### src/hw/rtl/pap_pkg.sv
// ----------------------------------------------------------------------------
// pap_pkg
// Shared constants and types of the polygon area/perimeter block.
// ----------------------------------------------------------------------------
`default_nettype none

package pap_pkg;

    localparam int COORD_BITS_DEF = 24;

    localparam int CROSS_SUM_BITS = 60;
    localparam int LEN_SUM_BITS   = 36;
    localparam int AREA_BITS      = 58;
    localparam int PERIM_BITS     = 35;

    // sequencer states of the serial units
    localparam logic [1:0] ST_IDLE = 2'd0;
    localparam logic [1:0] ST_RUN  = 2'd1;
    localparam logic [1:0] ST_DONE = 2'd2;

    // handoff control between the edge units
    typedef struct packed {
        logic valid;
        logic last;
    } t_edge_ctl;

endpackage

`default_nettype wire

### src/hw/rtl/pap_mul.sv
// ----------------------------------------------------------------------------
// pap_mul
// Bit-serial shift-add unit: shoelace cross term and squared edge length.
// ----------------------------------------------------------------------------
`default_nettype none

module pap_mul import pap_pkg::*; #(
    parameter int COORD_BITS = COORD_BITS_DEF
) (
    input  logic                          i_clk,
    input  logic                          i_rst_n,
    input  logic                          i_start,
    input  logic                          i_last,
    input  logic signed [COORD_BITS-1:0]  i_ax,
    input  logic signed [COORD_BITS-1:0]  i_ay,
    input  logic signed [COORD_BITS-1:0]  i_bx,
    input  logic signed [COORD_BITS-1:0]  i_by,
    output logic                          o_idle,
    output t_edge_ctl                     o_ctl,
    input  logic                          i_ready,
    output logic signed [2*COORD_BITS+1:0] o_cross,
    output logic [2*COORD_BITS+1:0]       o_sq
);

    localparam int W  = COORD_BITS;
    localparam int PW = 2 * W + 2;
    localparam int CW = $clog2(W + 1);

    logic [1:0]           r_state, n_state;
    logic [CW-1:0]        r_cnt, n_cnt;
    logic                 r_last;
    logic signed [PW-1:0] r_mc_ax, r_mc_ay;
    logic [PW-1:0]        r_mc_dx, r_mc_dy;
    logic [W:0]           r_mp_by, r_mp_bx, r_mp_dx, r_mp_dy;
    logic signed [PW-1:0] r_acc_c;
    logic [PW-1:0]        r_acc_s;

    logic signed [W:0]    dx, dy;
    logic [W:0]           adx, ady;
    logic signed [PW-1:0] pp_c;
    logic                 last_step;

    always_comb begin
        dx  = {i_ax[W-1], i_ax} - {i_bx[W-1], i_bx};
        dy  = {i_ay[W-1], i_ay} - {i_by[W-1], i_by};
        adx = dx[W] ? (W+1)'(-dx) : dx;
        ady = dy[W] ? (W+1)'(-dy) : dy;
    end

    // ax*by - ay*bx, one multiplier bit per cycle
    assign pp_c      = (r_mp_by[0] ? r_mc_ax : '0) - (r_mp_bx[0] ? r_mc_ay : '0);
    assign last_step = (r_cnt == CW'(W));

    always_comb begin
        n_state = r_state;
        n_cnt   = r_cnt;
        case (r_state)
            ST_IDLE: begin
                if (i_start) begin
                    n_state = ST_RUN;
                    n_cnt   = '0;
                end
            end
            ST_RUN: begin
                if (last_step) begin
                    n_state = ST_DONE;
                end else begin
                    n_cnt = r_cnt + 1'b1;
                end
            end
            ST_DONE: begin
                if (i_ready) begin
                    n_state = ST_IDLE;
                end
            end
            default: begin
                n_state = ST_IDLE;
            end
        endcase
    end

    always_ff @(posedge i_clk) begin
        if (!i_rst_n) begin
            r_state <= ST_IDLE;
            r_cnt   <= '0;
        end else begin
            r_state <= n_state;
            r_cnt   <= n_cnt;
        end
    end

    always_ff @(posedge i_clk) begin
        if (r_state == ST_IDLE && i_start) begin
            r_last  <= i_last;
            r_mc_ax <= {{(PW-W){i_ax[W-1]}}, i_ax};
            r_mc_ay <= {{(PW-W){i_ay[W-1]}}, i_ay};
            r_mc_dx <= {{(PW-W-1){1'b0}}, adx};
            r_mc_dy <= {{(PW-W-1){1'b0}}, ady};
            r_mp_by <= {i_by[W-1], i_by};
            r_mp_bx <= {i_bx[W-1], i_bx};
            r_mp_dx <= adx;
            r_mp_dy <= ady;
            r_acc_c <= '0;
            r_acc_s <= '0;
        end else if (r_state == ST_RUN) begin
            // top multiplier bit is the sign weight
            r_acc_c <= last_step ? r_acc_c - pp_c : r_acc_c + pp_c;
            r_acc_s <= r_acc_s + (r_mp_dx[0] ? r_mc_dx : '0)
                               + (r_mp_dy[0] ? r_mc_dy : '0);
            r_mc_ax <= r_mc_ax <<< 1;
            r_mc_ay <= r_mc_ay <<< 1;
            r_mc_dx <= r_mc_dx << 1;
            r_mc_dy <= r_mc_dy << 1;
            r_mp_by <= r_mp_by >> 1;
            r_mp_bx <= r_mp_bx >> 1;
            r_mp_dx <= r_mp_dx >> 1;
            r_mp_dy <= r_mp_dy >> 1;
        end
    end

    assign o_idle      = (r_state == ST_IDLE);
    assign o_ctl.valid = (r_state == ST_DONE);
    assign o_ctl.last  = r_last;
    assign o_cross     = r_acc_c;
    assign o_sq        = r_acc_s;

endmodule

`default_nettype wire

### config.mk
export PLATFORM = sky130hd
export DESIGN_NAME = pap_mul
export DESIGN_NICKNAME = d
export VERILOG_FILES = /design/src/hw/rtl/pap_pkg.sv /design/src/hw/rtl/pap_mul.sv
export SDC_FILE = /design/constraint.sdc
export NUM_CORES = 1
export LEC_CHECK = 0
export BUFFER_PORTS_ARGS = -buffer_cell sky130_fd_sc_hd__buf_2
export CAP_MARGIN = 20
export CORE_ASPECT_RATIO = 1.4
export CORE_UTILIZATION = 56
export CTS_CLUSTER_DIAMETER = 40
export DETAILED_ROUTE_END_ITERATION = 10
export GPL_ROUTABILITY_DRIVEN = 0
export GPL_TIMING_DRIVEN = 1
export PLACE_DENSITY = 0.79
export SLEW_MARGIN = 0
export SYNTH_ARGS = -nofsm -noshare
export SYNTH_HDL_FRONTEND = slang
export SYNTH_SLANG_ARGS = --single-unit
### constraint.sdc
create_clock -name i_clk -period 8.5 [get_ports i_clk]
set_input_delay 0.425 -clock i_clk [delete_from_list [all_inputs] [get_ports i_clk]]
set_output_delay 0.425 -clock i_clk [all_outputs]
set_load 0.01 [all_outputs]
==> impl_metrics.ini <==
[status]
status = completed

[sta]
setup_tns_ns = 0
fin_crit_ns = 7.96
min_period_over_period_pct = 93.7
finalHoldViolations = 0
fin_skew_ns = 0.0167
fmax_mhz = 126
setup_viol = 0
rsz0062_at_grt = false
max_slew_margin_pct = 12.7
drv_slew = 0
fin_ws_ns = 0.537
worstMarginPinSlew_ns = 1.31

[synthesis]
synth_cell_types = 90
synth_area_per_cell_um2 = 8.53
yosysSeqAreaShare_pct = 35.2
yosys-top-cells-area = edfxtp_1 25%, dfxtp_1 10%, ha_1 8.2%, nand2_1 7.3%, o21ai_0 4.8%
synth-seq-cells = 408
yosys_warnings = 0
synth-edff-count = 251
syn-instance-count = 3560
synth_nets = 3914
yosysTopAreaCell = edfxtp_1
synthArstFlopShare_pct = 0
synth_top_area_share_pct = 24.8
synth.cell_area_mm2 = 0.0304
synth_flop_cell = edfxtp_1

[finish]
final_cells = 4440
n_antenna_cell = 0
seq_area_mm2 = 0.0107
layout_commonest_cell = nand2_1
layout-drive-gt1-share_pct = 9.93
post-route-util_pct = 63.3
area_growth_syn_to_layout_pct = 11.3
multiInputGateArea_mm2 = 0.0186
fill_cells = 4578
final_cell_mix = 592 x nand2_1, 288 x o21ai_0, 251 x edfxtp_1
fin_nets = 4032

[cts]
cts_resized = 0
cts_tree = yes
h-tree-depth = 2
cts_buffers = 57
clkTransAtPathRegs_ns = 0.07
insertion_delay_ns = 0.63
cts_buffer_depth = 3
post_cts_buffers = 0
ctsHoldBuffers = 1
cts.root.buffer_cell = clkbuf_16
cts.sinks = 408

[floorplanning]
start_util_pct = 56.9
num_rows = 100
io_pins = 204
coreArea_mm2 = 0.0534
fp.dieW_um = 199
dieArea_mm2 = 0.0552
die-height_um = 278

[drt]
via_per_inst = 6.02
wl_per_cell_um = 19.0
num_vias = 26700
detail-route-antenna-nets = 0
drc = 0
wirelength_um = 84200
dr.pass1.iters = 6
drt_iter0_drc = 2148

[placement]
place_inst = 4331
preCtsSetupSlack_ns = 0.577
hpwlAfterDp_um = 62300
io_buffers = 203

[power]
power_uw = 10100
worst_ir_drop_vdd_v = 0.000188
power.leakage_uw = 0.0148
powerDensity_mw_per_mm2 = 300

[global_route]
grt.overflow.total = 0
grt_pass1_wl_um = 134000
grt_max_degree = 229
grt_pass1_vias = 26000
antenna_found_initial = 1
grt_use_total_pct = 30.5

[flow_run]
cap_violations = 0

[worst_setup_path]
r2r-start = r_mp_by[0]
path_max_fanout = 32
rr_worst_depth = 27
worstSetupStartpoint = r_mp_by[0]
crit_required_ns = 9.01
r2r-end = o_cross[48]
cp-end-kind = flip-flop
worstSetupPathType = flip-flop to flip-flop
cp.arrival_ns = 8.48
cp-start-kind = flip-flop
r2r_slack_ns = 0.54

[hold_path]
hold_path_depth = 3
hp-start = i_ay[18]
hold_class = input pin to flip-flop
hold_end = r_mc_ay[18]
cell type report:
class | count | area share (%)
clock buffers | 62 | 4.49
clock inverters | 45 | 1.28
inverters | 133 | 1.51
multi-input cells | 2852 | 54.9
flip-flops and latches | 408 | 31.6
well taps | 714 | 2.64
repair buffers | 226 | 3.55
synthesized netlist by cell type, types with 7 or more instances:
| library cell | n |
|---|---|
| fa_1 | 54 |
| a21boi_0 | 9 |
| nor4_1 | 16 |
| o21a_1 | 70 |
| a21oi_1 | 240 |
| buf_1 | 16 |
| nand2_1 | 593 |
| nor2_1 | 204 |
| a211o_1 | 9 |
| or2_2 | 9 |
| nor2b_1 | 32 |
| and3_1 | 32 |
| o21ai_0 | 289 |
| or4_1 | 10 |
| o31ai_1 | 24 |
| o311ai_0 | 7 |
| inv_1 | 133 |
| a22o_1 | 8 |
| and2_1 | 173 |
| ha_1 | 199 |
| nand3b_1 | 8 |
| nand2b_1 | 29 |
| nand3_1 | 80 |
| o21bai_1 | 25 |
| or3_1 | 20 |
| xnor2_1 | 132 |
| buf_2 | 11 |
| o211ai_1 | 26 |
| o21ai_1 | 14 |
| mux2i_1 | 11 |
| nand4_1 | 39 |
| nor3_1 | 46 |
| clkbuf_1 | 138 |
| a31o_2 | 7 |
| edfxtp_1 | 251 |
| dfxtp_1 | 157 |
| a21o_1 | 160 |
| o2111ai_1 | 11 |
| a31oi_1 | 32 |
| a211oi_1 | 19 |
| xor2_1 | 112 |
| nor3b_1 | 7 |
critical path, stage by stage (launching register included):
cell      delay (ns)
edfxtp_1        0.74
nand2_1         0.18
ha_1            0.18
inv_1           0.06
fa_1            0.48
a211oi_2        0.33
o21ai_1         0.11
buf_4           0.18
or4_1           0.39
o211a_2         0.14
a21o_1          0.21
or4_1           0.57
nor4b_2         0.47
and3_1          0.38
or3b_4          0.47
o31ai_1         0.25
xnor2_1         0.10
ha_1            0.39
nand2_1         0.08
nor2_1          0.14
nand2_1         0.08
or4_1           0.53
o21ai_0         0.42
o41ai_1         0.19
o211a_1         0.30
o21ai_0         0.23
a21o_1          0.15
nand3_1         0.07
sequential cells by signal, summed over array words and instances, names as in the netlist, 5 cells and up:
register and cells:
o_sq 50, r_mc_ay 50, r_mc_dy 50, r_mc_ax 50
r_mp_by 25, r_mp_dx 25, o_cross 50, r_mp_dy 25
r_mc_dx 50, r_mp_bx 25, r_cnt 5
routing by layer:
layer	GRT usage, %	part of all wire, %
met3	4.72	6.2
met1	35.4	38
met2	52.7	49
met4	17.7	6.3
met5	0	0.014
cell families (layout without fill, tap and decap cells):
| group | Yosys count | in the layout | share of synthesized area, % |
|---|---|---|---|
| multiplexers | 14 | 14 | 0.474 |
| AND/OR/NAND/NOR | 1324 | 1324 | 20.7 |
| XOR/XNOR | 244 | 244 | 7.04 |
| AO/OA/AOI/OAI | 1017 | 1017 | 21.1 |
| adder cells (fa/ha/maj) | 253 | 253 | 11.8 |
| flip-flops | 408 | 408 | 35.2 |
| buffers and inverters | 300 | 466 | 3.78 |
stage by stage:
| stage | hold slack [ns] | instance area [µm²] |
|---|---|---|
| 3_3_place_gp | 0.449 | 31800 |
| 2_1_floorplan | 0.435 | 30400 |
| 5_1_grt | 0.116 | 33800 |
| 6_report | 0.105 | 33800 |
| 4_1_cts | 0.0764 | 33800 |
| 3_5_place_dp | 0.455 | 31800 |
how the worst max path moves through the flow:
stage                  end  cells past startpoint
3_3_place_gp   o_cross[48]                     27
4_1_cts        o_cross[48]                     27
2_1_floorplan     r_cnt[3]                      9
3_5_place_dp   o_cross[48]                     27
5_1_grt        o_cross[48]                     27
6_report       o_cross[48]                     27
power by group:
group	internal [µW]	switching, µW	total [µW]
sequential	2520	306	2830
combinational	1990	2920	4910
clock	1350	1060	2410
Power figures use the tool's default switching activity.
