### src/hw/rtl/pap_pkg.sv
// ----------------------------------------------------------------------------
// pap_pkg
// Shared constants and types of the polygon area/perimeter block.
// ----------------------------------------------------------------------------
`default_nettype none

package pap_pkg;

    localparam int COORD_BITS_DEF = 24;

    localparam int CROSS_SUM_BITS = 60;
    localparam int LEN_SUM_BITS   = 36;
    localparam int AREA_BITS      = 58;
    localparam int PERIM_BITS     = 35;

    // sequencer states of the serial units
    localparam logic [1:0] ST_IDLE = 2'd0;
    localparam logic [1:0] ST_RUN  = 2'd1;
    localparam logic [1:0] ST_DONE = 2'd2;

    // handoff control between the edge units
    typedef struct packed {
        logic valid;
        logic last;
    } t_edge_ctl;

endpackage

`default_nettype wire

### src/hw/rtl/pap_sqrt.sv
// ----------------------------------------------------------------------------
// pap_sqrt
// Bit-per-cycle restoring integer square root of the squared edge length.
// ----------------------------------------------------------------------------
`default_nettype none

module pap_sqrt import pap_pkg::*; #(
    parameter int COORD_BITS = COORD_BITS_DEF
) (
    input  logic                           i_clk,
    input  logic                           i_rst_n,
    input  t_edge_ctl                      i_ctl,
    input  logic signed [2*COORD_BITS+1:0] i_cross,
    input  logic [2*COORD_BITS+1:0]        i_sq,
    output logic                           o_ready,
    output t_edge_ctl                      o_ctl,
    input  logic                           i_ready,
    output logic signed [2*COORD_BITS+1:0] o_cross,
    output logic [COORD_BITS:0]            o_root
);

    localparam int W  = COORD_BITS;
    localparam int PW = 2 * W + 2;
    localparam int CW = $clog2(W + 1);

    logic [1:0]           r_state, n_state;
    logic [CW-1:0]        r_cnt, n_cnt;
    logic                 r_last;
    logic signed [PW-1:0] r_cross;
    logic [PW-1:0]        r_rad;
    logic [W+2:0]         r_rem;
    logic [W:0]           r_root;

    logic [W+4:0]         rem_sh, trial, diff;
    logic                 ge;
    logic                 last_step;

    // two radicand bits per step, one root bit out
    always_comb begin
        rem_sh = {r_rem, r_rad[PW-1 -: 2]};
        trial  = {2'b00, r_root, 2'b01};
        diff   = rem_sh - trial;
        ge     = (rem_sh >= trial);
    end

    assign last_step = (r_cnt == CW'(W));

    always_comb begin
        n_state = r_state;
        n_cnt   = r_cnt;
        case (r_state)
            ST_IDLE: begin
                if (i_ctl.valid) begin
                    n_state = ST_RUN;
                    n_cnt   = '0;
                end
            end
            ST_RUN: begin
                if (last_step) begin
                    n_state = ST_DONE;
                end else begin
                    n_cnt = r_cnt + 1'b1;
                end
            end
            ST_DONE: begin
                if (i_ready) begin
                    n_state = ST_IDLE;
                end
            end
            default: begin
                n_state = ST_IDLE;
            end
        endcase
    end

    always_ff @(posedge i_clk) begin
        if (!i_rst_n) begin
            r_state <= ST_IDLE;
            r_cnt   <= '0;
        end else begin
            r_state <= n_state;
            r_cnt   <= n_cnt;
        end
    end

    always_ff @(posedge i_clk) begin
        if (r_state == ST_IDLE && i_ctl.valid) begin
            r_last  <= i_ctl.last;
            r_cross <= i_cross;
            r_rad   <= i_sq;
            r_rem   <= '0;
            r_root  <= '0;
        end else if (r_state == ST_RUN) begin
            r_rem  <= ge ? diff[W+2:0] : rem_sh[W+2:0];
            r_root <= {r_root[W-1:0], ge};
            r_rad  <= r_rad << 2;
        end
    end

    assign o_ready     = (r_state == ST_IDLE);
    assign o_ctl.valid = (r_state == ST_DONE);
    assign o_ctl.last  = r_last;
    assign o_cross     = r_cross;
    assign o_root      = r_root;

endmodule

`default_nettype wire

### config.mk
export PLATFORM = sky130hd
export DESIGN_NAME = pap_sqrt
export DESIGN_NICKNAME = d
export VERILOG_FILES = /design/src/hw/rtl/pap_pkg.sv /design/src/hw/rtl/pap_sqrt.sv
export SDC_FILE = /design/constraint.sdc
export NUM_CORES = 1
export LEC_CHECK = 0
export ABC_AREA = 1
export BUFFER_PORTS_ARGS = -buffer_cell sky130_fd_sc_hd__buf_4
export CAP_MARGIN = 20
export CORE_AREA = 2 2 125 139
export DETAILED_ROUTE_END_ITERATION = 16
export DIE_AREA = 0 0 127 141
export PLACE_DENSITY = 0.73
export SYNTH_ARGS = -nofsm -noshare
export SYNTH_HDL_FRONTEND = slang
export SYNTH_SLANG_ARGS = --single-unit
### constraint.sdc
create_clock -name i_clk -period 7 [get_ports i_clk]
set_input_delay 0.35 -clock i_clk [delete_from_list [all_inputs] [get_ports i_clk]]
set_output_delay 0.35 -clock i_clk [all_outputs]
set_load 0.05 [all_outputs]
==> summary.md, run 1 <==
| Metric | Value |
|---|---|
| RSZ-0062 raised after global routing | no |
| DR pass1 iterations | 5 |
| HP Class | input port to flop |
| Syn_nets | 1117 |
| Status | finished clean |
| Gp weighted congestion | 0.909 |
| FFs w/ async S/R, synth | 0% |
| Die width | 127 microns |
| Io pins | 183 |
| PwrDens | 398 nW/um^2 |
| Top-area cell type share of the netlist area | 37.6% |
| Yosys warns | 0 |
| Post-synthesis sequential area ratio | 52.2% |
| Placed standard-cell area | 9600 sq um |
| Via/cell ratio | 4.95 |
| Largest net degree at the start of global routing | 96 |
| CP Max Fanout | 59 |
| Worst endpoint required time | 7340 ps |
| Core Rows | 50 |
| DRT Wirelength | 19.3 mm |
| Slew margin rel. | 26.8% |
| Worst-Skew Late Latency | 430 ps |
| Leakage power | 4.97 nW |
| Grt total ovfl | 0 |
| Prevailing post-synth register cell | edfxtp_1 |
| Max_cap viols | 0 |
| Post-Synthesis Cell Area | 8070 sq um |
| Clock group share of total power | 22.4% |
| Hold Vio Cnt, Final | 0 |
| Final ANT Viol Nets | 0 |
| Final Skew | 10.3 ps |
| Number of global-route vias before repair | 6734 |
| Worst VDD drop | 0.260 mV |
| Syn_area_per_cell | 8.21 sq um |
| FF+latch count, synth | 160 |
| Synth Instances | 983 |
| I/O Buffers | 182 |
| Setup TNS | 0 ps |
| WHS | 90.2 ps |
| Clk root buf | clkbuf_16 |
| Crit path launch type | flop |
| # clock sinks | 160 |
| DRC violations left | 0 |
| Dpl hpwl | 14.3 mm |
| Post-CTS Setup Bufs | 0 |
| Die ar. | 17900 sq um |
| Gate power share | 47.4% |
| Design area | 10200 sq um |
| Via Count | 6855 |
| TritonCTS Buffers | 17 |
| Initial Util | 48.5% |
| Net switching power figure | 0.00176 W |
| Min Tclk post-route | 3040 ps |
| CTS tree | done |
| Filler instances | 1464 |
| # setup viols final | 0 |
| Avg WL per Cell | 13.9 microns |
| Top cells by area, synth | edfxtp_1, nand2_1, dfxtp_1 |
| Peak Freq | 329 MHz |
| Cts hold-fix bufs | 0 |
| Max-slew violations | 0 |
| Non-Filler Instances | 1385 |
| Dpl cells | 1352 |
| All-Layer GR Usage | 22.0% |
| Internal Power | 0.00229 W |
| Layout cells sized above 1 | 21.8% |
| Critical Path End Type | flop |
| PostCTS Resize Cnt | 0 |
| Initial antenna violation count | 1 |
| Worst-Margin Slew | 1100 ps |
| Data arrival, critical path | 3380 ps |
| H-tree depth reported by CTS | 4 |
| Period utilization | 43.4% |
| DIE HEIGHT | 141 microns |
| First-pass GRT wire length | 31.5 mm |
| Net Sw Frac | 43.4% |
| Area delta synth->final | 26.3% |
| Nets | 1297 |
| Core area | 16600 sq um |
| Number of synthesized flops with an enable pin | 101 |
| Crit Path Class | flop to flop |
| Synth area leader | edfxtp_1 |
| Register clock-pin slew on the reported worst setup and hold paths | 70 ps |
| Longest Clk Path Bufs | 2 |
| Synth cell types | 37 |
| Drt initial violations | 340 |
| Flop pwr share | 30.1% |
[cells in the final DEF (no fill, tap or decap), drive strengths merged]
cell and count:
dfxtp 59, a21oi 21, nor2 57, clkinv 11
nor3 7, nor4 1, o22ai 24, xnor2 11
ha 29, and2 1, xor2 3, o21a 1
inv 138, clkbuf 17, o21bai 2, diode 1
o21ai 13, nand4 12, and3 3, clkinvlp 1
nand3b 15, nand3 51, edfxtp 101, buf 186
a211oi 1, nand2 410, nor3b 1
[through the flow]
step	setup WS (ps)	util (%)	power (W)
floorplan	3550	-	0.00273
global placement	3390	57.6	0.00312
detailed placement	3920	57.7	0.00314
CTS	3900	61.2	0.00406
global route	3610	61.2	0.00439
finish	3960	61.3	0.00405
[registers in the layout, indices dropped and copies added, names as in the netlist]
signal,flops
r_last,1
r_rem,27
o_root,25
r_cnt,5
r_rad,50
r_state,2
o_cross,50
[layout make-up]
type                       instances  area, sq um  share of cell area, %
inverter                         135          508                   4.98
multi-input combinational        663         3210                   31.5
timing repair buffer             186         1400                   13.8
antenna                            1         2.50                 0.0245
clock buffer                      17          425                   4.17
tap                              208          260                   2.55
clock inverter                    15          165                   1.62
sequential                       160         4210                   41.3
[logic make-up after synthesis]
group,count (synthesis),share of synthesized area (%)
flops,160,52.2
simple gates,558,29.2
xor+xnor,14,1.52
compound gates,62,4.53
fa+ha+maj,29,4.49
buf+inv,160,8.01
[Yosys cell counts (all sizes together), types with 2 or more instances]
master / n
ha: 29
clkbuf: 15
nand2: 410
o21ai: 13
o22ai: 24
nand4: 12
nand3b: 15
nand3: 51
o21bai: 2
nor2: 57
nor3: 7
clkinv: 4
dfxtp: 59
xor2: 3
xnor2: 11
inv: 131
and3: 3
buf: 10
edfxtp: 101
a21oi: 21
[routing by layer]
layer | part of all wire, % | GRT usage [%]
met1 | 43 | 27.7
met2 | 49 | 36.5
met3 | 5.8 | 5.65
met4 | 2.1 | 8.16
met5 | 0 | 0
[power groups by stage]
stage / sequential (W) / clock [W] / combinational [W]
2_1_floorplan: 0.00130 / 0 / 0.00143
3_3_place_gp: 0.00124 / 0 / 0.00188
3_5_place_dp: 0.00124 / 0 / 0.00190
4_1_cts: 0.00122 / 0.000928 / 0.00192
5_1_grt: 0.00123 / 0.000968 / 0.00219
6_report: 0.00122 / 0.000910 / 0.00192
[path summary, 6_finish.rpt]
| check | startpoint | to | slack (ps) | cells past startpoint |
|---|---|---|---|---|
| worst max-delay path | r_state[1] | o_root[0] | 3960 | 8 |
| worst min-delay path | i_cross[19] | o_cross[19] | 90 | 1 |
| worst max register to register | r_state[1] | o_root[0] | 3960 | 8 |
| worst min register to register | r_rem[25] | r_rem[25] | 470 | 2 |
[critical path: stages, from the launching register on]
cell and delay [ps]:
dfxtp_1 370, nor2_1 80, nand2_2 650, clkinv_2 300
nor2_2 460, buf_8 240, inv_2 150, buf_4 380
o21ai_0 270
Note: power is estimated with default switching activity, not from simulation.
==> run 2: changes to the inputs <==
CORE_AREA = 2 2 126 140   (was 2 2 125 139)
DIE_AREA = 0 0 128 142   (was 0 0 127 141)
PLACE_DENSITY = 0.75   (was 0.73)
clock period = 2.7 ns   (was 7 ns; I/O delays follow)
==> run 2 against run 1 <==
  * Sequential power rose to 2.6 times the previous value
  * Clock skew increased by 0.74 ps
  * Wire length is 20% higher
  * Worst hold slack worse by 15 ps
==> summary.md, run 2 (synthesis gave the netlist of run 1 again) <==
| Metric | Value |
|---|---|
| Status | finished clean (unchanged) |
| Hold Startpoint | i_sq[0] (was i_cross[19]) |
| Commonest cells after routing, fill and taps aside | nand2_1, buf_4, inv_1, dlygate4sd3_1, edfxtp_1 (was nand2_1, buf_4, inv_1, edfxtp_1, dfxtp_1) |
| PwrDens | 960 nW/um^2 (was 398 nW/um^2) |
| Area delta synth->final | 40.0% (was 26.3%) |
| Layout cells sized above 1 | 20.5% (was 21.8%) |
| WHS | 75.1 ps (was 90.2 ps) |
| Min Tclk post-route | 2300 ps (was 3040 ps) |
| Clk root buf | clkbuf_16 (unchanged) |
| Clock group share of total power | 22.1% (was 22.4%) |
| DR pass1 iterations | 5 (unchanged) |
| Peak Freq | 435 MHz (was 329 MHz) |
| Avg WL per Cell | 15.6 microns (was 13.9 microns) |
| DRT Wirelength | 23.2 mm (was 19.3 mm) |
| Slew margin rel. | 62.6% (was 26.8%) |
| Crit path launch type | flop (unchanged) |
| Flop pwr share | 29.3% (was 30.1%) |
| Footprint of the multi-input gates | 3220 sq um (was 3210 sq um) |
| Worst endpoint required time | 3030 ps (was 7340 ps) |
| Hold Path Stages | 3 (was 1) |
| Initial antenna violation count | 2 (was 1) |
| Largest net degree at the start of global routing | 102 (was 96) |
| Core area | 16800 sq um (was 16600 sq um) |
| Non-Filler Instances | 1494 (was 1385) |
| Setup TNS | 0 ps (unchanged) |
| Period utilization | 85.1% (was 43.4%) |
| DRC violations left | 0 (unchanged) |
| Max_cap viols | 0 (unchanged) |
| Die width | 128 microns (was 127 microns) |
| Core Rows | 50 (unchanged) |
| Data arrival, critical path | 2620 ps (was 3380 ps) |
| Drt initial violations | 388 (was 340) |
| Via Count | 7469 (was 6855) |
| Worst R2R Start | o_root[3] (was r_state[1]) |
| Commonest non-fill, non-tap cell in the layout | nand2_1 (unchanged) |
| Die ar. | 18200 sq um (was 17900 sq um) |
| Io pins | 183 (unchanged) |
| Gate power share | 48.6% (was 47.4%) |
| CTS tree | done (unchanged) |
| Register clock-pin slew on the reported worst setup and hold paths | 70 ps (about the same) |
| HP Class | input port to flop (unchanged) |
| Gp weighted congestion | 0.947 (was 0.909) |
| # clock sinks | 160 (unchanged) |
| Critical Path End Type | flop (unchanged) |
| TritonCTS Buffers | 17 (unchanged) |
| All-Layer GR Usage | 26.0% (was 22.0%) |
| Reg2Reg Setup Slack | 400 ps (was 3960 ps) |
| I/O Buffers | 182 (unchanged) |
| Internal Power | 0.00611 W (was 0.00229 W) |
| Post-CTS Setup Bufs | 0 (unchanged) |
| Worst VDD drop | 0.594 mV (was 0.260 mV) |
| Hold Vio Cnt, Final | 0 (unchanged) |
| Pwr Total | 0.0108 W (was 0.00405 W) |
| Worst-Skew Late Latency | 430 ps (about the same) |
| CP Max Fanout | 22 (was 59) |
| Final Skew | 11.0 ps (was 10.3 ps) |
| Grt total ovfl | 0 (unchanged) |
| # setup viols final | 0 (unchanged) |
| Net switching power figure | 0.00474 W (was 0.00176 W) |
| H-tree depth reported by CTS | 4 (unchanged) |
| Final ANT Viol Nets | 0 (unchanged) |
| DIE HEIGHT | 142 microns (was 141 microns) |
| Initial Util | 48.1% (was 48.5%) |
| Leakage power | 5.45 nW (was 4.97 nW) |
| Dpl hpwl | 15.0 mm (was 14.3 mm) |
| WHS Endpoint | r_rad[0] (was o_cross[19]) |
| Dpl cells | 1358 (was 1352) |
| Net Sw Frac | 43.7% (was 43.4%) |
| Via/cell ratio | 5.00 (was 4.95) |
| Filler instances | 1248 (was 1464) |
| R2R Path End | r_rem[21] (was o_root[0]) |
| Nets | 1405 (was 1297) |
| Longest Clk Path Bufs | 2 (unchanged) |
| Number of global-route vias before repair | 7493 (was 6734) |
| Crit Path Class | flop to flop (unchanged) |
| RSZ-0062 raised after global routing | no (unchanged) |
| Worst-Margin Slew | 558 ps (was 1100 ps) |
| Max-slew violations | 0 (unchanged) |
| First-pass GRT wire length | 36.9 mm (was 31.5 mm) |
| Storage cell area | 4210 sq um (unchanged) |
| R2r worst-path depth | 12 (was 8) |
-- run 2: worst max-delay path by stage --
stage                endpoint  slack, ps        from
CTS                 r_rem[21]        420   o_root[3]
floorplan            r_rad[0]        270  r_state[1]
detailed placement  r_rem[21]        440   o_root[3]
global placement    r_rem[21]        420   o_root[3]
global route        r_rem[22]        220   o_root[6]
finish              r_rem[21]        400   o_root[3]
-- run 2: cell type report --
| cell class | instances | area share (%) |
|---|---|---|
| flip-flops and latches | 160 | 37.3 |
| clock buffers | 17 | 3.76 |
| clock inverters | 15 | 1.40 |
| repair buffers | 294 | 22.2 |
| well taps | 208 | 2.30 |
| inverters | 135 | 4.50 |
| multi-input cells | 663 | 28.5 |
| diodes | 2 | 0.0443 |
-- run 2: metal layers --
layer	share of wire, %	track usage, %	vias up
met5	0	0	-
met4	3.0	10.6	0
met3	6.3	6.50	54
met2	51	45.9	269
met1	40	30.2	3430
li1	-	-	3716
-- run 2: critical path, cell delays in order (launching register included) --
cell     delay, ps
dfxtp_1        330
inv_1           80
ha_1           380
nand2_1        100
inv_1           90
nand2_1         70
nor3_1         230
nand4_2        180
nand3_4        260
buf_12         200
nand3_1        120
nand3_1        100
nand2_1         50
-- run 2: stage by stage --
| stage | utilization [%] | worst slack, ps | area [sq um] |
|---|---|---|---|
| 6_report | 67.4 | 403 | 11300 |
| 5_1_grt | 67.4 | 223 | 11300 |
| 4_1_cts | 67.4 | 419 | 11300 |
| 3_5_place_dp | 57.8 | 442 | 9690 |
| 3_3_place_gp | 57.8 | 422 | 9690 |
| 2_1_floorplan | - | 267 | 8080 |
-- run 2: power groups by stage --
stage	clock (W)	combinational, W	sequential, W
6_report	0.00240	0.00527	0.00318
5_1_grt	0.00253	0.00589	0.00321
4_1_cts	0.00242	0.00522	0.00316
3_5_place_dp	0	0.00507	0.00321
3_3_place_gp	0	0.00506	0.00321
2_1_floorplan	0	0.00370	0.00338
-- run 2: timing repair --
action	CTS	global route
gates resized for setup	0	0
endpoints found under the setup margin	0	0
hold buffers	102	0
endpoints found under the hold margin	103	0
