$ cat config.mk
export PLATFORM = sky130hd
export DESIGN_NAME = pap_acc
export DESIGN_NICKNAME = d
export VERILOG_FILES = /design/src/hw/rtl/pap_pkg.sv /design/src/hw/rtl/pap_acc.sv
export SDC_FILE = /design/constraint.sdc
export NUM_CORES = 1
export LEC_CHECK = 0
export CORE_ASPECT_RATIO = 0.6
export CORE_MARGIN = 2
export CORE_UTILIZATION = 49
export DETAILED_ROUTE_END_ITERATION = 6
export DONT_BUFFER_PORTS = 1
export PLACE_DENSITY = 0.69
export SYNTH_ARGS = -nofsm -noshare
export SYNTH_HDL_FRONTEND = slang
export SYNTH_SLANG_ARGS = --single-unit
$ cat constraint.sdc
create_clock -name i_clk -period 6.7 [get_ports i_clk]
set_clock_uncertainty 0.2 [all_clocks]
set_input_delay 1.34 -clock i_clk [delete_from_list [all_inputs] [get_ports i_clk]]
set_output_delay 1.34 -clock i_clk [all_outputs]
set_load 0.02 [all_outputs]
$ cat src/hw/rtl/pap_pkg.sv
// ----------------------------------------------------------------------------
// pap_pkg
// Shared constants and types of the polygon area/perimeter block.
// ----------------------------------------------------------------------------
`default_nettype none

package pap_pkg;

    localparam int COORD_BITS_DEF = 24;

    localparam int CROSS_SUM_BITS = 60;
    localparam int LEN_SUM_BITS   = 36;
    localparam int AREA_BITS      = 58;
    localparam int PERIM_BITS     = 35;

    // sequencer states of the serial units
    localparam logic [1:0] ST_IDLE = 2'd0;
    localparam logic [1:0] ST_RUN  = 2'd1;
    localparam logic [1:0] ST_DONE = 2'd2;

    // handoff control between the edge units
    typedef struct packed {
        logic valid;
        logic last;
    } t_edge_ctl;

endpackage

`default_nettype wire

$ cat src/hw/rtl/pap_acc.sv
// ----------------------------------------------------------------------------
// pap_acc
// Saturating area and perimeter sums, result register for closed polygons.
// ----------------------------------------------------------------------------
`default_nettype none

module pap_acc import pap_pkg::*; #(
    parameter int COORD_BITS = COORD_BITS_DEF
) (
    input  logic                           i_clk,
    input  logic                           i_rst_n,
    input  t_edge_ctl                      i_ctl,
    input  logic signed [2*COORD_BITS+1:0] i_cross,
    input  logic [COORD_BITS:0]            i_root,
    output logic                           o_ready,
    output logic                           o_valid,
    input  logic                           i_out_ready,
    output logic [AREA_BITS-1:0]           o_area,
    output logic [PERIM_BITS-1:0]          o_perim
);

    localparam int W  = COORD_BITS;
    localparam int PW = 2 * W + 2;
    localparam int CS = CROSS_SUM_BITS;
    localparam int LS = LEN_SUM_BITS;

    logic signed [CS-1:0]  r_cross, n_cross;
    logic [LS-1:0]         r_len, n_len;
    logic                  r_emit;
    logic                  r_out_valid;
    logic [AREA_BITS-1:0]  r_area;
    logic [PERIM_BITS-1:0] r_perim;

    logic                  take;
    logic signed [CS:0]    sum_c;
    logic [LS:0]           sum_l;
    logic [CS-1:0]         abs_c;

    // a closing edge waits for the result register to drain
    assign o_ready = !r_emit && !(i_ctl.last && r_out_valid);
    assign take    = i_ctl.valid && o_ready;

    always_comb begin
        sum_c = {r_cross[CS-1], r_cross} + {{(CS+1-PW){i_cross[PW-1]}}, i_cross};
        sum_l = {1'b0, r_len} + {{(LS-W){1'b0}}, i_root};
        if (sum_c[CS] != sum_c[CS-1]) begin
            n_cross = sum_c[CS] ? {1'b1, {(CS-1){1'b0}}} : {1'b0, {(CS-1){1'b1}}};
        end else begin
            n_cross = sum_c[CS-1:0];
        end
        n_len = sum_l[LS] ? {LS{1'b1}} : sum_l[LS-1:0];
        abs_c = r_cross[CS-1] ? CS'(-r_cross) : r_cross;
    end

    always_ff @(posedge i_clk) begin
        if (!i_rst_n) begin
            r_cross     <= '0;
            r_len       <= '0;
            r_emit      <= 1'b0;
            r_out_valid <= 1'b0;
        end else begin
            if (r_emit) begin
                r_cross     <= '0;
                r_len       <= '0;
                r_emit      <= 1'b0;
                r_out_valid <= 1'b1;
            end else begin
                if (take) begin
                    r_cross <= n_cross;
                    r_len   <= n_len;
                    r_emit  <= i_ctl.last;
                end
                if (r_out_valid && i_out_ready) begin
                    r_out_valid <= 1'b0;
                end
            end
        end
    end

    always_ff @(posedge i_clk) begin
        if (r_emit) begin
            r_area  <= (abs_c[CS-1:AREA_BITS] != '0) ? {AREA_BITS{1'b1}}
                                                     : abs_c[AREA_BITS-1:0];
            r_perim <= (r_len[LS-1:PERIM_BITS] != '0) ? {PERIM_BITS{1'b1}}
                                                      : r_len[PERIM_BITS-1:0];
        end
    end

    assign o_valid = r_out_valid;
    assign o_area  = r_area;
    assign o_perim = r_perim;

endmodule

`default_nettype wire

==> reports/metrics.yaml, run 1 <==
power:
  cellLeakagePower_nw: 5.56
  ir_drop_mv: 0.158
  pwr_density_cell_mw_per_mm2: 278
logic_synthesis:
  syn_inst: 1497
  synth-seq-area-share_pct: 36.3
  syn_area_per_cell_um2: 8.76
  yosysTopAreaCell: "edfxtp_1"
  ys_ff_latch: 191
  synth.distinct_cells: 72
  synth_commonest_cells: "166 x a21oi_1, 145 x nand2_1, 127 x o21ai_0, 107 x nor2_1, 98 x dfxtp_1"
  yosysWarnings: 0
  synth_ff_type: "dfxtp_1"
  synth_top_area_share_pct: 21.3
  async_flop_share_pct: 0
  netlist_area_mm2: 0.0131
  synth_edf_count: 93
  syn_nets: 1665
  synth.most_common_cell: "a21oi_1"
  synth.area.top_cells: "edfxtp_1 21%, dfxtp_1 15%, ha_1 8.2%, a21oi_1 6.3%, xor2_1 6.1%"
clocking:
  cts_buffers: 17
  cts_htree_levels: 4
  root_buffer: "clkbuf_16"
  cts_resized: 0
  ctsHoldBuffers: 0
  cts_tree: "yes"
  worstSkewPairLatency_ns: 0.46
  cts.sinks: 191
  cts.path.max_buffers: 2
  postCtsSetupBuffers: 0
  cts.clk_slew.worst_paths_ns: 0.08
routing:
  drcViolationCount: 0
  met1_length_um: 18200
  ant_nets: 0
  wl_per_cell_um: 19.9
  dr.pass1.iters: 6
  dr.max_layer_used: "met4"
  wl_met2_um: 14100
  wl_met3_um: 3330
  drt-total-wl_um: 36100
  vias: 11200
  via_per_inst: 6.17
  drt-initial-drc-count: 953
grt:
  track_usage_pct: 25.3
  grt_pass1_vias: 9746
  antenna_found_initial: 0
  overflow: 0
  grt_first_pass_wirelength_um: 55800
  grt_start_max_net_pins: 76
timing:
  hold_slack_ns: 0.298
  tightestPinTransition_ns: 1.17
  fin_crit_sh_pct: 76.0
  min_period_ns: 5.09
  rsz0062_at_grt: "no"
  finalHoldViolations: 0
  slew_viol_final: 0
  relSlewSlack_pct: 22.0
  tns_ns: 0
  setup_viol: 0
  max_freq_mhz: 196
layout:
  n_fill_cell: 2480
  drive_gt1_share_pct: 7.55
  diodes: 0
  fin_util_pct: 52.9
  stdcell_area_mm2: 0.0139
  syn_to_final_growth_pct: 6.29
  final_nets: 1611
setup_path:
  max_stage_delay_ns: 0.71
  startpoint_type: "flip-flop"
  crit_path_end_kind: "flip-flop"
  cpMostUsedCell: "or4_4"
  rrSetupSlack_ns: 1.61
  r2r-end: "o_area[1]$_SDFFCE_PP1P_"
  path_cells: "or4_4 > or4_1 > or2_4 > or4_4 > nor2_2 > nand2_1 > or2_1 > nor3_2 > a21boi_2 > o22ai_4 > buf_4 > o211ai_1"
  cp.required_ns: 6.69
  path_class: "flip-flop to flip-flop"
  slowest_stage: "o22ai_4"
  r2r-start: "r_cross[12]$_SDFFE_PP0P_"
  rr_worst_depth: 12
  cp.arrival_ns: 5.08
  cp_max_fo: 32
flow_run:
  max_cap_violations: 0
die:
  core_area_mm2: 0.0264
  start_util_pct: 49.7
  die_w_um: 215
  rows: 46
  ios: 175
  dieArea_mm2: 0.0281
  die_height_um: 131
status:
  status: "complete, no violations"
worst_hold_path:
  min-delay-start: "r_len[34]$_SDFFE_PP0P_"
  hp-class: "flip-flop to flip-flop"
  min_to: "r_len[34]$_SDFFE_PP0P_"
  hold_path_depth: 2
place:
  place_area_mm2: 0.0133
  gp_congestion: 0.951
  dp_hpwl_um: 26700
  numPortBuffers: 0
[layout make-up]
type | instances | area, um2 | share of cell area (%)
inverters | 27 | 101 | 0.727
clock buffers | 17 | 425 | 3.05
multi-input cells | 1196 | 7950 | 57.1
repair buffers | 10 | 75.1 | 0.539
well taps | 360 | 450 | 3.23
flip-flops and latches | 191 | 4760 | 34.2
clock inverters | 15 | 173 | 1.24
[logic make-up after synthesis]
| group | synth area share [%] |
|---|---|
| muxes | 0.0764 |
| AOI/OAI and AO/OA | 24.4 |
| xor gates and xnor gates | 9.15 |
| adders and majority gates | 11.3 |
| and+or+nand+nor | 15.4 |
| DFF | 36.3 |
| buffers and inverters | 3.37 |
[per-stage QoR]
stage | power (W) | setup WS (ns) | instances
5_1_grt | 0.00410 | 1.43 | 1816
2_1_floorplan | 0.00253 | 1.91 | 1497
4_1_cts | 0.00386 | 1.63 | 1816
3_3_place_gp | 0.00278 | 1.50 | 1784
3_5_place_dp | 0.00282 | 1.31 | 1784
6_report | 0.00387 | 1.61 | 1816
[placed cells by master (no fill, tap or decap), types with 6 or more instances in the layout]
cell type,instances
inv_1,27
nand4_1,15
a21oi_1,165
o21bai_1,24
maj3_1,37
a221oi_1,8
a211oi_1,44
o21ai_0,127
or3_1,10
or2_2,41
nor2_1,106
and3_1,13
o31ai_1,17
nor2b_1,6
a31oi_1,9
xor2_1,92
nor3_1,17
buf_4,10
ha_1,86
o41ai_1,10
o211ai_1,8
a21o_1,45
dfxtp_1,96
or4_1,7
edfxtp_1,93
clkbuf_16,17
nand2_1,145
nand3_1,21
o21a_1,9
xnor2_1,43
[report_power, final]
part	switching, W	internal, W
sequential	0.000150	0.00135
combinational	0.000793	0.000533
clock	0.000512	0.000531
total	0.00145	0.00242
[registers in the layout (all words and copies together), names as in the netlist]
| name | cells |
|---|---|
| r_emit | 1 |
| r_len | 36 |
| o_valid | 1 |
| o_perim | 35 |
| r_cross | 60 |
| o_area | 58 |
[per-layer routing]
layer  vias up  GRT usage (%)
li1       5410              -
met1      5349           39.2
met2       417           33.9
met3        36           7.45
met4         0           5.15
met5         -              0
[how the worst max path moves through the flow]
stage	from	end	slack [ns]	cells after the start
floorplan	i_cross[30]	r_cross[17]$_SDFFE_PP0P_	1.91	15
global placement	i_cross[0]	r_cross[16]$_SDFFE_PP0P_	1.50	14
detailed placement	i_cross[0]	r_cross[16]$_SDFFE_PP0P_	1.31	14
CTS	r_cross[12]$_SDFFE_PP0P_	o_area[1]$_SDFFCE_PP1P_	1.63	12
global route	i_cross[0]	r_cross[16]$_SDFFE_PP0P_	1.43	14
finish	r_cross[12]$_SDFFE_PP0P_	o_area[1]$_SDFFCE_PP1P_	1.61	12
[worst max-delay path: cells and delay by family (launching register included)]
| kind | cells | cell delay, ns |
|---|---|---|
| and+or+nand+nor | 8 | 2.81 |
| buffers and inverters | 1 | 0.42 |
| DFF | 1 | 0.41 |
| AOI/OAI and AO/OA | 3 | 0.96 |
Power figures use the tool's default switching activity.
==> run 2, diff against run 1 <==
- PLACE_DENSITY: 0.69 -> 0.71
- clock period: 6.7 -> 4.5 ns (I/O delays scaled with it)
==> reports/metrics.yaml, run 2 (synthesized netlist as in run 1, its figures left out) <==
setup_path:
  path_class: "flip-flop to flip-flop"
  r2r-end: "o_area[39]$_SDFFCE_PP1P_"
  rr_worst_depth: 12  # unchanged
  rrSetupSlack_ns: 0.18  # -1.44 ns
  slowest_stage: "or4_4"
  crit_family: "simple AND/OR/NAND/NOR gates"
  path_cells: "or4_4 > or4_1 > or2_4 > or4_4 > nor2_2 > nand2_1 > or2_1 > nor3_2 > a21boi_2 > o22ai_4 > buf_4 > nand2_1"
  cp_max_fo: 23  # -28%
  r2r-start: "r_cross[14]$_SDFFE_PP0P_"
  crit_buf_inv: 1  # unchanged
  max_stage_delay_ns: 0.56  # -0.15 ns
  cp.required_ns: 4.50  # -2.19 ns
  startpoint_type: "flip-flop"
  cp.arrival_ns: 4.32  # -0.76 ns
  crit_path_end_kind: "flip-flop"
layout:
  regMostFlops: "r_cross"
  fin_util_pct: 54.0  # +1.2 points
  syn_to_final_growth_pct: 8.68
  final_common_cell: "a21oi_1"
  diodes: 0  # unchanged
  layout_common_cells: "165 x a21oi_1, 145 x nand2_1, 127 x o21ai_0, 107 x nor2_1, 96 x dfxtp_1"
  final_nets: 1647  # +2.2%
  largest_reg_flops: 60  # unchanged
  layout.cells.non_filler: 1852  # +2.0%
  drive_gt1_share_pct: 9.52  # +2.0 points
  n_fill_cell: 2442  # -1.5%
  stdcell_area_mm2: 0.0142  # +2.2%
place:
  gp_congestion: 0.937  # -1.5%
  numPortBuffers: 0  # unchanged
  place_area_mm2: 0.0136  # +2.3%
  post-place-cells: 1820  # +2.0%
  dp_hpwl_um: 27700  # +3.5%
power:
  p_sw_w: 0.00217  # +49%
  pwr-share-comb_pct: 35.1  # +0.9 points
  pwr_density_cell_mw_per_mm2: 413  # +49%
  cellLeakagePower_nw: 5.76  # +3.6%
  sw_frac_of_total_pct: 36.9  # -0.66 points
  ir_drop_mv: 0.200  # +26%
  seqPwrFrac_pct: 37.9  # -0.9 points
  pwr-share-clk_pct: 27.0  # about the same
  intPower_w: 0.00371  # +53%
  p_total_w: 0.00588  # +52%
clocking:
  ctsHoldBuffers: 0  # unchanged
  cts.path.max_buffers: 2  # unchanged
  postCtsSetupBuffers: 0  # unchanged
  cts_htree_levels: 4  # unchanged
  cts_buffers: 17  # unchanged
  cts_resized: 0  # unchanged
  root_buffer: "clkbuf_16"
  cts.clk_slew.worst_paths_ns: 0.07  # about the same
  worstSkewPairLatency_ns: 0.46  # about the same
  cts.sinks: 191  # unchanged
  cts_tree: "yes"
grt:
  grt_first_pass_wirelength_um: 57700  # +3.3%
  overflow: 0  # unchanged
  grt_start_max_net_pins: 64  # -16%
  track_usage_pct: 26.1  # +0.81 points
  antenna_found_initial: 1  # +1
  grt_pass1_vias: 9995  # +2.6%
die:
  dieArea_mm2: 0.0281  # unchanged
  start_util_pct: 49.7  # unchanged
  core_area_mm2: 0.0264  # unchanged
  die_w_um: 215  # unchanged
  ios: 175  # unchanged
  rows: 46  # unchanged
  die_height_um: 131  # unchanged
routing:
  drt-total-wl_um: 36900  # +2.4%
  wl_per_cell_um: 19.9  # +0.36%
  via_per_inst: 6.08  # -1.5%
  drt-initial-drc-count: 1149  # +21%
  vias: 11300  # +0.46%
  dr.pass1.iters: 6  # unchanged
  drcViolationCount: 0  # unchanged
  ant_nets: 0  # unchanged
timing:
  min_period_ns: 4.32  # -0.765 ns
  finalHoldViolations: 0  # unchanged
  tns_ns: 0  # unchanged
  fin_crit_sh_pct: 96.1  # +20 points
  max_freq_mhz: 231  # +18%
  setup_viol: 0  # unchanged
  rsz0062_at_grt: "no"
  relSlewSlack_pct: 19.3  # -2.7 points
  tightestPinTransition_ns: 1.21  # +0.0409 ns
  slew_viol_final: 0  # unchanged
worst_hold_path:
  hold_path_depth: 2  # unchanged
  min-delay-start: "r_len[34]$_SDFFE_PP0P_"
  min_to: "r_len[34]$_SDFFE_PP0P_"
  hp-class: "flip-flop to flip-flop"
status:
  status: "complete, no violations"
flow_run:
  max_cap_violations: 0  # unchanged
-- run 2: changes by cell type in the layout (fill, tap and decap cells not counted), sizes merged --
cell / delta
bufinv: +1
buf: +36
clkinv: +1
inv: -1
clkbuf: +1
clkinvlp: -2
-- run 2: final cells by class --
class / count / area [um2] / share of cell area [%]
multi-input combinational: 1196 / 7950 / 55.8
sequential: 191 / 4760 / 33.4
tap: 360 / 450 / 3.16
clock buffer: 18 / 429 / 3.01
timing repair buffer: 46 / 383 / 2.69
clock inverter: 14 / 176 / 1.24
inverter: 27 / 101 / 0.711
-- run 2: power groups by stage --
| stage | clock network, W | registers (W) | logic [W] |
|---|---|---|---|
| 2_1_floorplan | 0 | 0.00222 | 0.00155 |
| 3_3_place_gp | 0 | 0.00225 | 0.00199 |
| 3_5_place_dp | 0 | 0.00226 | 0.00202 |
| 4_1_cts | 0.00162 | 0.00222 | 0.00204 |
| 5_1_grt | 0.00168 | 0.00224 | 0.00230 |
| 6_report | 0.00159 | 0.00223 | 0.00207 |
-- run 2: tightest hold or removal path, delay by kind of cell, from the launching register on --
family | cells | cell delay (ns)
flip-flops | 1 | 0.33
buffers and inverters | 1 | 0.07
AO/OA/AOI/OAI | 1 | 0.06
-- run 2: metrics by stage --
step	setup WS, ns	hold WS (ns)
final	0.175	0.305
after global routing	0.0687	0.324
after global placement	0.0918	0.278
after detailed placement	0.00364	0.294
after CTS	0.221	0.305
after floorplan	0.146	0.259
-- run 2: layer usage --
layer  routed length (um)  GRT usage, %
met3                 2940          5.67
met1                19100          41.5
met4                  658          7.63
met5                   14             0
met2                14200          34.3
-- run 2: how the worst max path moves through the flow --
stage	from	end	cells past startpoint
after global placement	i_cross[30]	r_cross[33]$_SDFFE_PP0P_	13
after CTS	r_cross[12]$_SDFFE_PP0P_	o_area[35]$_SDFFCE_PP1P_	12
after floorplan	i_cross[30]	r_cross[17]$_SDFFE_PP0P_	15
after global routing	r_cross[14]$_SDFFE_PP0P_	o_area[37]$_SDFFCE_PP1P_	12
after detailed placement	i_cross[30]	r_cross[10]$_SDFFE_PP0P_	13
final	r_cross[14]$_SDFFE_PP0P_	o_area[39]$_SDFFCE_PP1P_	12
